$ cat config.mk
export PLATFORM = sky130hd
export DESIGN_NAME = top_k_neighbor_select
export DESIGN_NICKNAME = d
export VERILOG_FILES = /design/src/rtl/tkns_pkg.sv /design/src/rtl/top_k_neighbor_select.sv /design/src/rtl/tkns_cell.sv
export SDC_FILE = /design/constraint.sdc
export NUM_CORES = 2
export LEC_CHECK = 0
export ABC_AREA = 1
export BUFFER_PORTS_ARGS = -buffer_cell sky130_fd_sc_hd__buf_2
export CAP_MARGIN = 20
export CORE_AREA = 2 2 301 303
export CTS_CLUSTER_SIZE = 40
export DETAILED_ROUTE_END_ITERATION = 10
export DIE_AREA = 0 0 303 305
export PLACE_DENSITY = 0.72
export SLEW_MARGIN = 20
export SYNTH_ARGS = -nofsm -noshare
export SYNTH_HDL_FRONTEND = slang
export SYNTH_SLANG_ARGS = --single-unit
$ cat constraint.sdc
create_clock -name clk -period 6.6 [get_ports clk]
set_input_delay 0.33 -clock clk [delete_from_list [all_inputs] [get_ports clk]]
set_output_delay 0.33 -clock clk [all_outputs]
set_load 0.05 [all_outputs]
$ cat src/rtl/tkns_pkg.sv
`timescale 1ns / 1ps
// Shared constants and types for the top-k neighbor select block.
package tkns_pkg;

  localparam int DEF_MAX_KEEP    = 16;
  localparam int DEF_VERTEX_BITS = 20;
  localparam int DEF_SCORE_BITS  = 16;
  localparam int KEEP_CFG_BITS   = 5;

  typedef enum logic [1:0] {
    CELL_HOLD,
    CELL_APPEND,
    CELL_REPLACE,
    CELL_SHIFT
  } cell_mode_t;

  typedef enum logic {
    ST_COLLECT,
    ST_DRAIN
  } tkns_state_t;

endpackage

$ cat src/rtl/top_k_neighbor_select.sv
`timescale 1ns / 1ps
// Top level of the streaming top-k neighbor select block.
//
// Input channel (in_valid / in_stall) carries the neighbor words of each source
// vertex run: source id, neighbor id, shared count score, tie coin and last flag.
// Kept entries sit in a chain of MAX_KEEP cells held sorted by ascending
// score, ties in insertion order; cell 0 is always the entry to replace.
// Each accepted neighbor word updates the chain: all cells compare against
// the new score in parallel and insert, replace or hold in that same cycle.
// On the word marked last, the block stalls its input and drains the chain
// through cell 0 into the output register, one edge per cycle while the
// output is not stalled. The drain state is registered when the last word
// is taken; each edge then passes through the output register.
// The output channel (out_valid / out_stall) holds its word while stalled;
// the drain then pauses with it. The cfg port writes keep_count (k) and is
// always ready; write it only while the block is idle.
// Synchronous reset empties the chain, drops any pending output and sets
// k to 1.
module top_k_neighbor_select #(
  parameter int MAX_KEEP    = tkns_pkg::DEF_MAX_KEEP,
  parameter int VERTEX_BITS = tkns_pkg::DEF_VERTEX_BITS,
  parameter int SCORE_BITS  = tkns_pkg::DEF_SCORE_BITS
) (
  input  logic                                clk,
  input  logic                                rst_n,
  input  logic                                in_valid,
  output logic                                in_stall,
  input  logic [VERTEX_BITS-1:0]              in_source_vertex,
  input  logic [VERTEX_BITS-1:0]              in_neighbor_vertex,
  input  logic [SCORE_BITS-1:0]               in_shared_count,
  input  logic                                in_tie_coin,
  input  logic                                in_last_neighbor,
  output logic                                out_valid,
  input  logic                                out_stall,
  output logic [VERTEX_BITS-1:0]              out_edge_from,
  output logic [VERTEX_BITS-1:0]              out_edge_to,
  output logic                                out_last_edge,
  input  logic                                cfg_valid,
  output logic                                cfg_ready,
  input  logic [tkns_pkg::KEEP_CFG_BITS-1:0]  cfg_keep_count
);

  localparam int FW = $clog2(MAX_KEEP + 1);
  localparam int CW = (FW > tkns_pkg::KEEP_CFG_BITS) ? FW : tkns_pkg::KEEP_CFG_BITS;

  tkns_pkg::tkns_state_t state_r, state_nxt;
  logic [FW-1:0]                       fill_r, fill_nxt;
  logic [tkns_pkg::KEEP_CFG_BITS-1:0]  keep_count_r, keep_count_nxt;
  logic                                out_valid_r, out_valid_nxt;
  logic [VERTEX_BITS-1:0]              src_r, src_nxt;
  logic [VERTEX_BITS-1:0]              edge_from_r, edge_from_nxt;
  logic [VERTEX_BITS-1:0]              edge_to_r, edge_to_nxt;
  logic                                last_edge_r, last_edge_nxt;

  logic                   in_accept;
  logic                   load;
  logic                   fill_lt_k;
  logic                   do_replace;
  logic [CW-1:0]          keep_ext;
  logic [CW-1:0]          k_eff;
  tkns_pkg::cell_mode_t   mode;

  logic [MAX_KEEP-1:0]    cell_valid;
  logic [MAX_KEEP-1:0]    cell_gt;
  logic [MAX_KEEP-1:0]    cell_le;
  logic [SCORE_BITS-1:0]  cell_score [MAX_KEEP];
  logic [VERTEX_BITS-1:0] cell_nbr   [MAX_KEEP];

  // effective k, saturated into 1..MAX_KEEP
  always_comb begin
    keep_ext = CW'(keep_count_r);
    if (keep_ext == '0) begin
      k_eff = CW'(1);
    end else if (keep_ext > CW'(MAX_KEEP)) begin
      k_eff = CW'(MAX_KEEP);
    end else begin
      k_eff = keep_ext;
    end
  end

  assign fill_lt_k  = CW'(fill_r) < k_eff;
  assign do_replace = (in_shared_count > cell_score[0]) ||
                      ((in_shared_count == cell_score[0]) && in_tie_coin);

  // handshake and cell mode decode
  always_comb begin
    in_stall  = (state_r == tkns_pkg::ST_DRAIN);
    load      = (state_r == tkns_pkg::ST_DRAIN) && (!out_valid_r || !out_stall);
    in_accept = in_valid && !in_stall;
    mode      = tkns_pkg::CELL_HOLD;
    if (in_accept) begin
      if (fill_lt_k) begin
        mode = tkns_pkg::CELL_APPEND;
      end else if (do_replace) begin
        mode = tkns_pkg::CELL_REPLACE;
      end
    end else if (load) begin
      mode = tkns_pkg::CELL_SHIFT;
    end
  end

  // next state
  always_comb begin
    state_nxt = state_r;
    case (state_r)
      tkns_pkg::ST_COLLECT: begin
        if (in_accept && in_last_neighbor) begin
          state_nxt = tkns_pkg::ST_DRAIN;
        end
      end
      tkns_pkg::ST_DRAIN: begin
        if (load && (fill_r == FW'(1))) begin
          state_nxt = tkns_pkg::ST_COLLECT;
        end
      end
      default: state_nxt = tkns_pkg::ST_COLLECT;
    endcase
  end

  always_comb begin
    fill_nxt       = fill_r;
    keep_count_nxt = keep_count_r;
    src_nxt        = src_r;
    out_valid_nxt  = out_valid_r && out_stall;
    edge_from_nxt  = edge_from_r;
    edge_to_nxt    = edge_to_r;
    last_edge_nxt  = last_edge_r;
    if (mode == tkns_pkg::CELL_APPEND) begin
      fill_nxt = fill_r + FW'(1);
    end else if (mode == tkns_pkg::CELL_SHIFT) begin
      fill_nxt = fill_r - FW'(1);
    end
    if (in_accept) begin
      src_nxt = in_source_vertex;
    end
    if (load) begin
      out_valid_nxt = 1'b1;
      edge_from_nxt = src_r;
      edge_to_nxt   = cell_nbr[0];
      last_edge_nxt = (fill_r == FW'(1));
    end
    if (cfg_valid) begin
      keep_count_nxt = cfg_keep_count;
    end
  end

  always_ff @(posedge clk) begin
    if (!rst_n) begin
      state_r      <= tkns_pkg::ST_COLLECT;
      fill_r       <= '0;
      keep_count_r <= tkns_pkg::KEEP_CFG_BITS'(1);
      out_valid_r  <= 1'b0;
    end else begin
      state_r      <= state_nxt;
      fill_r       <= fill_nxt;
      keep_count_r <= keep_count_nxt;
      out_valid_r  <= out_valid_nxt;
    end
  end

  always_ff @(posedge clk) begin
    src_r       <= src_nxt;
    edge_from_r <= edge_from_nxt;
    edge_to_r   <= edge_to_nxt;
    last_edge_r <= last_edge_nxt;
  end

  for (genvar i = 0; i < MAX_KEEP; i++) begin : g_cell
    logic                   p_gt, p_le, n_le;
    logic [SCORE_BITS-1:0]  p_score, n_score;
    logic [VERTEX_BITS-1:0] p_nbr, n_nbr;

    assign cell_valid[i] = FW'(i) < fill_r;

    if (i == 0) begin : g_head
      assign p_gt    = 1'b0;
      assign p_le    = 1'b1;
      assign p_score = cell_score[i];
      assign p_nbr   = cell_nbr[i];
    end else begin : g_body
      assign p_gt    = cell_gt[i-1];
      assign p_le    = cell_le[i-1];
      assign p_score = cell_score[i-1];
      assign p_nbr   = cell_nbr[i-1];
    end

    if (i == MAX_KEEP - 1) begin : g_tail
      assign n_le    = 1'b0;
      assign n_score = cell_score[i];
      assign n_nbr   = cell_nbr[i];
    end else begin : g_link
      assign n_le    = cell_le[i+1];
      assign n_score = cell_score[i+1];
      assign n_nbr   = cell_nbr[i+1];
    end

    tkns_cell #(
      .VERTEX_BITS(VERTEX_BITS),
      .SCORE_BITS (SCORE_BITS)
    ) u_cell (
      .clk       (clk),
      .mode      (mode),
      .valid     (cell_valid[i]),
      .new_score (in_shared_count),
      .new_nbr   (in_neighbor_vertex),
      .prev_gt   (p_gt),
      .prev_le   (p_le),
      .prev_score(p_score),
      .prev_nbr  (p_nbr),
      .next_le   (n_le),
      .next_score(n_score),
      .next_nbr  (n_nbr),
      .score     (cell_score[i]),
      .nbr       (cell_nbr[i]),
      .gt        (cell_gt[i]),
      .le        (cell_le[i])
    );
  end

  assign cfg_ready     = 1'b1;
  assign out_valid     = out_valid_r;
  assign out_edge_from = edge_from_r;
  assign out_edge_to   = edge_to_r;
  assign out_last_edge = last_edge_r;

`ifndef ASSERT_OFF
  a_drain_nonempty: assert property (@(posedge clk) disable iff (!rst_n)
    (state_r == tkns_pkg::ST_DRAIN) |-> (fill_r != '0))
    else $error("drain with empty chain");

  a_fill_bound: assert property (@(posedge clk) disable iff (!rst_n)
    CW'(fill_r) <= CW'(MAX_KEEP))
    else $error("fill count beyond chain length");

  a_last_starts_drain: assert property (@(posedge clk) disable iff (!rst_n)
    (in_accept && in_last_neighbor) |=> (state_r == tkns_pkg::ST_DRAIN))
    else $error("last neighbor did not start drain");

  a_last_edge_ends_drain: assert property (@(posedge clk) disable iff (!rst_n)
    (load && (fill_r == FW'(1))) |=> (out_valid_r && out_last_edge &&
    (fill_r == '0)))
    else $error("final edge not flagged or chain not empty");
`endif

endmodule

$ cat src/rtl/tkns_cell.sv
`timescale 1ns / 1ps
// One cell of the sorted keep chain: holds one score and neighbor.
module tkns_cell #(
  parameter int VERTEX_BITS = tkns_pkg::DEF_VERTEX_BITS,
  parameter int SCORE_BITS  = tkns_pkg::DEF_SCORE_BITS
) (
  input  logic                   clk,
  input  tkns_pkg::cell_mode_t   mode,
  input  logic                   valid,
  input  logic [SCORE_BITS-1:0]  new_score,
  input  logic [VERTEX_BITS-1:0] new_nbr,
  input  logic                   prev_gt,
  input  logic                   prev_le,
  input  logic [SCORE_BITS-1:0]  prev_score,
  input  logic [VERTEX_BITS-1:0] prev_nbr,
  input  logic                   next_le,
  input  logic [SCORE_BITS-1:0]  next_score,
  input  logic [VERTEX_BITS-1:0] next_nbr,
  output logic [SCORE_BITS-1:0]  score,
  output logic [VERTEX_BITS-1:0] nbr,
  output logic                   gt,
  output logic                   le
);

  logic [SCORE_BITS-1:0]  score_r, score_nxt;
  logic [VERTEX_BITS-1:0] nbr_r, nbr_nxt;

  assign score = score_r;
  assign nbr   = nbr_r;
  assign gt    = valid && (score_r > new_score);
  assign le    = valid && !(score_r > new_score);

  always_comb begin
    score_nxt = score_r;
    nbr_nxt   = nbr_r;
    case (mode)
      tkns_pkg::CELL_APPEND: begin
        if (prev_gt) begin
          score_nxt = prev_score;
          nbr_nxt   = prev_nbr;
        end else if ((gt || !valid) && prev_le) begin
          score_nxt = new_score;
          nbr_nxt   = new_nbr;
        end
      end
      tkns_pkg::CELL_REPLACE: begin
        if (next_le) begin
          score_nxt = next_score;
          nbr_nxt   = next_nbr;
        end else if (le) begin
          score_nxt = new_score;
          nbr_nxt   = new_nbr;
        end
      end
      tkns_pkg::CELL_SHIFT: begin
        score_nxt = next_score;
        nbr_nxt   = next_nbr;
      end
      default: begin
        score_nxt = score_r;
        nbr_nxt   = nbr_r;
      end
    endcase
  end

  always_ff @(posedge clk) begin
    score_r <= score_nxt;
    nbr_r   <= nbr_nxt;
  end

endmodule
==> qor.csv <==
stage,metric,value,unit
power_and_ir_drop,Leakage Power,0.0252,uW
cts,TritonCTS Buffers,78,
yosys,post-synthesis register bit count,649,
routing,number of detailed-route iterations in the first pass,11,
yosys,post-synthesis net count,7742,
power_and_ir_drop,Power Dens Cells,539,nW/um^2
power_and_ir_drop,Psw,15700,uW
yosys,largest cells by area after synthesis,"edfxtp_1, nand3_1, nand2_1, ha_1, nand4_1",
die,starting density of the core,58.4,%
setup_path,Critical path buffers and inverters,5,
setup_path,crit path kind,flop to flop,
cts,depth of the CTS H-tree,3,
sta,final worst path period share,68.7,%
cts,Clock Sinks,649,
setup_path,CP top delay family,simple AND/OR/NAND/NOR gates,
routing,First DRT Iteration DRCs,9827,
sta,slew margin rel.,24.0,%
cells_and_area,Area Overhead vs Synth,6.76,%
placed_design,Port Buffer Count,110,
power_and_ir_drop,Comb pwr share,53.8,%
setup_path,CP max stage cell,edfxtp_1,
setup_path,crit path cell chain,ha_1 -> nand4_1 -> nor2_1 -> nand3_1 -> buf_4 -> nand2_1 -> inv_1 -> nor2_1 -> nand2_1 -> nand2_1 -> ha_1 -> buf_4 -> nor2_4 -> nor2_4 -> buf_4 -> buf_12 -> nand3_1 -> nand3_1,
routing,drt drc,2,
cts,setup bufs post-CTS,0,
routing,Routed Antenna Nets,0,
setup_path,"Data required, critical path",7.00,ns
die,core box area,89300,sq um
cts,hold-fix buffers at CTS,33,
setup_path,CP peak stage delay,0.42,ns
power_and_ir_drop,VDD IR max,0.360,mV
cts,clk_lat worst skew,0.68,ns
grt,pin count of the biggest net entering global routing,219,
hold_path,Hold/Removal Path Class,input pin to flop,
cts,clock transition at the registers of the reported paths,0.07,ns
sta,Final Skew,0.0360,ns
status,status,"finished, violations left",
grt,first-pass GRT wire length,324000,um
grt,initial antenna violation count,4,
grt,vias in the first global route,52300,
placed_design,placer congestion estimate,1.01,
sta,slew at the pin closest to its max-slew limit,1.14,ns
cts,root buffer cell,clkbuf_16,
power_and_ir_drop,P_int,14300,uW
yosys,top cell type's share of synthesized area,36.7,%
sta,Slew Limit Fails,0,
power_and_ir_drop,switching power share of the total,52.3,%
yosys,Cells after Synth,7407,
grt,grt total ovfl,0,
routing,routed len/inst,25.9,um
cells_and_area,Fill cells,8273,
cells_and_area,ratio of cells with drive above 1 in the final layout,6.67,%
routing,vias,56100,
yosys,"Seq/Total Area, Yosys",37.2,%
sta,"Hold Vio Cnt, Final",0,
cts,maximum clock path buffer count,3,
die,DIE AREA,92400,sq um
sta,fmax,221,MHz
yosys,Syn Area/Cell,7.04,sq um
status,violated checks,design-rule violations,
routing,Avg Vias per Cell,6.70,
sta,min cycle time layout,4.53,ns
routing,Routed Wire Length,217000,um
setup_path,critical path arrival,4.93,ns
run,max cap viols,0,
setup_path,Crit. End Element,flop,
die,Die W,303,um
cts,Resized cells post-CTS,0,
yosys,Netlist cell types,33,
sta,Setup Viol. Count Final,0,
grt,gr usage total,46.0,%
cts,CTS tree,done,
sta,hold_ws,0.0591,ns
placed_design,dpl hpwl,143000,um
die,I/O pins,112,
yosys,"Cell Area, Synth",52100,sq um
sta,final setup TNS,0,ns
power_and_ir_drop,clock share of power,14.5,%
power_and_ir_drop,total power,30000,uW
setup_path,Critical Path Fanout Max,73,
setup_path,crit start category,flop,
sta,unrepaired setup endpoints after global routing,no,
die,Die H,305,um
power_and_ir_drop,Sequential Power Share,31.7,%
die,Rows,110,
yosys,Ys Warns,0,
cells_and_area,nets,7473,
yosys,cell taking the most area after synthesis,edfxtp_1,
## logic make-up after synthesis
family	after synthesis	synth area share, %
buf+inv	1396	11.0
simple gates	4884	43.2
other cells	1	0.00719
xor+xnor	7	0.118
fa+ha+maj	267	6.41
compound gates	203	2.10
flops	649	37.2
## placed cells by master, fill, tap and decap left out, drive strengths merged
cell,Yosys,routed
nand3,2197,2197
nand2,2029,2029
inv,718,720
edfxtp,637,637
nand4,523,523
buf,342,295
ha,267,267
nor2,134,134
a21oi,121,121
clkbuf,336,105
o21ai,63,63
dlygate4sd3,0,33
clkinv,0,26
a21o,16,16
dfxtp,12,12
xor2,5,5
bufinv,0,4
xnor2,2,2
clkinvlp,0,2
diode,0,1
o31ai,1,1
a211oi,1,1
a31oi,1,1
nor3,1,1
conb,1,1
## worst min-delay path, cell delays in order
cell and delay, ns:
buf_2 0.16, nand2_1 0.07, o21ai_1 0.07
## cell type report
type / count / area, sq um / area share (%)
Multi-Input combinational cell: 5362 / 27100 / 48.8
Tap cell: 1176 / 1470 / 2.64
Clock buffer: 104 / 2110 / 3.80
Sequential cell: 649 / 19400 / 34.8
Clock inverter: 34 / 328 / 0.589
Timing Repair Buffer: 329 / 2530 / 4.54
Inverter: 718 / 2700 / 4.86
Antenna cell: 1 / 2.50 / 0.00450
## power by group through the flow
stage / sequential (uW) / clock, uW / combinational [uW]
after floorplan: 8880 / 0 / 10700
after global placement: 9450 / 0 / 15100
after detailed placement: 9450 / 0 / 15400
after CTS: 9400 / 4330 / 15400
after global routing: 9640 / 4480 / 17400
final: 9500 / 4350 / 16100
## flip-flops by register name, summed over array words and instances, names as in the netlist
| name | flops |
|---|---|
| fill_r | 5 |
| g_cell.u_cell.nbr | 320 |
| g_cell.u_cell.score | 256 |
| in_stall | 1 |
| keep_count_r | 5 |
| out_edge_from | 20 |
| out_edge_to | 20 |
| out_last_edge | 1 |
| out_valid | 1 |
| src_r | 20 |
## metal layers
layer  track usage, %  vias to the layer above  routed length, um
met4             30.5                        6              17000
met5                0                        -                 42
met1             57.7                    26200              75400
met3             13.5                      937              30500
li1                 -                    24800                  -
met2             68.6                     4168              94100
## final timing paths
kind | cells after the start | slack (ns) | end | from
min | 3 | 0.06 | g_cell[15].u_cell.nbr[2] | in_neighbor_vertex[2]
max | 18 | 2.07 | g_cell[0].u_cell.score[0] | g_cell[0].u_cell.score[15]
max reg2reg | 18 | 2.07 | g_cell[0].u_cell.score[0] | g_cell[0].u_cell.score[15]
min reg2reg | 0 | 0.42 | out_edge_from[14] | src_r[14]
## synthesized netlist by cell type
cell and instances:
nand4_1 523, o21ai_0 22, a211oi_1 1, nand3_2 14
nor3_1 1, xor2_1 5, a21oi_1 121, nand3_4 1
buf_1 62, o21ai_4 1, ha_1 267, nor2_1 129
edfxtp_1 637, clkbuf_2 2, buf_6 9, buf_4 34
nand2_1 2022, o21ai_1 38, buf_2 237, clkbuf_1 334
nand2_2 7, conb_1 1, dfxtp_1 12, a21o_1 16
a31oi_4 1, xnor2_1 2, nor2_4 3, inv_2 10
nand3_1 2182, inv_1 708, o31ai_1 1, o21ai_2 2
nor2_2 2
## through the flow
stage / utilization [%] / worst slack (ns) / area [sq um] / cells
after floorplan: - / 1.67 / 52100 / 7407
after global placement: 59.1 / 2.11 / 52800 / 8198
after detailed placement: 59.1 / 2.07 / 52800 / 8199
after CTS: 62.2 / 2.35 / 55600 / 8370
after global routing: 62.3 / 1.95 / 55600 / 8372
final: 62.3 / 2.07 / 55600 / 8373
No activity file was read; power rests on OpenSTA's default activity.
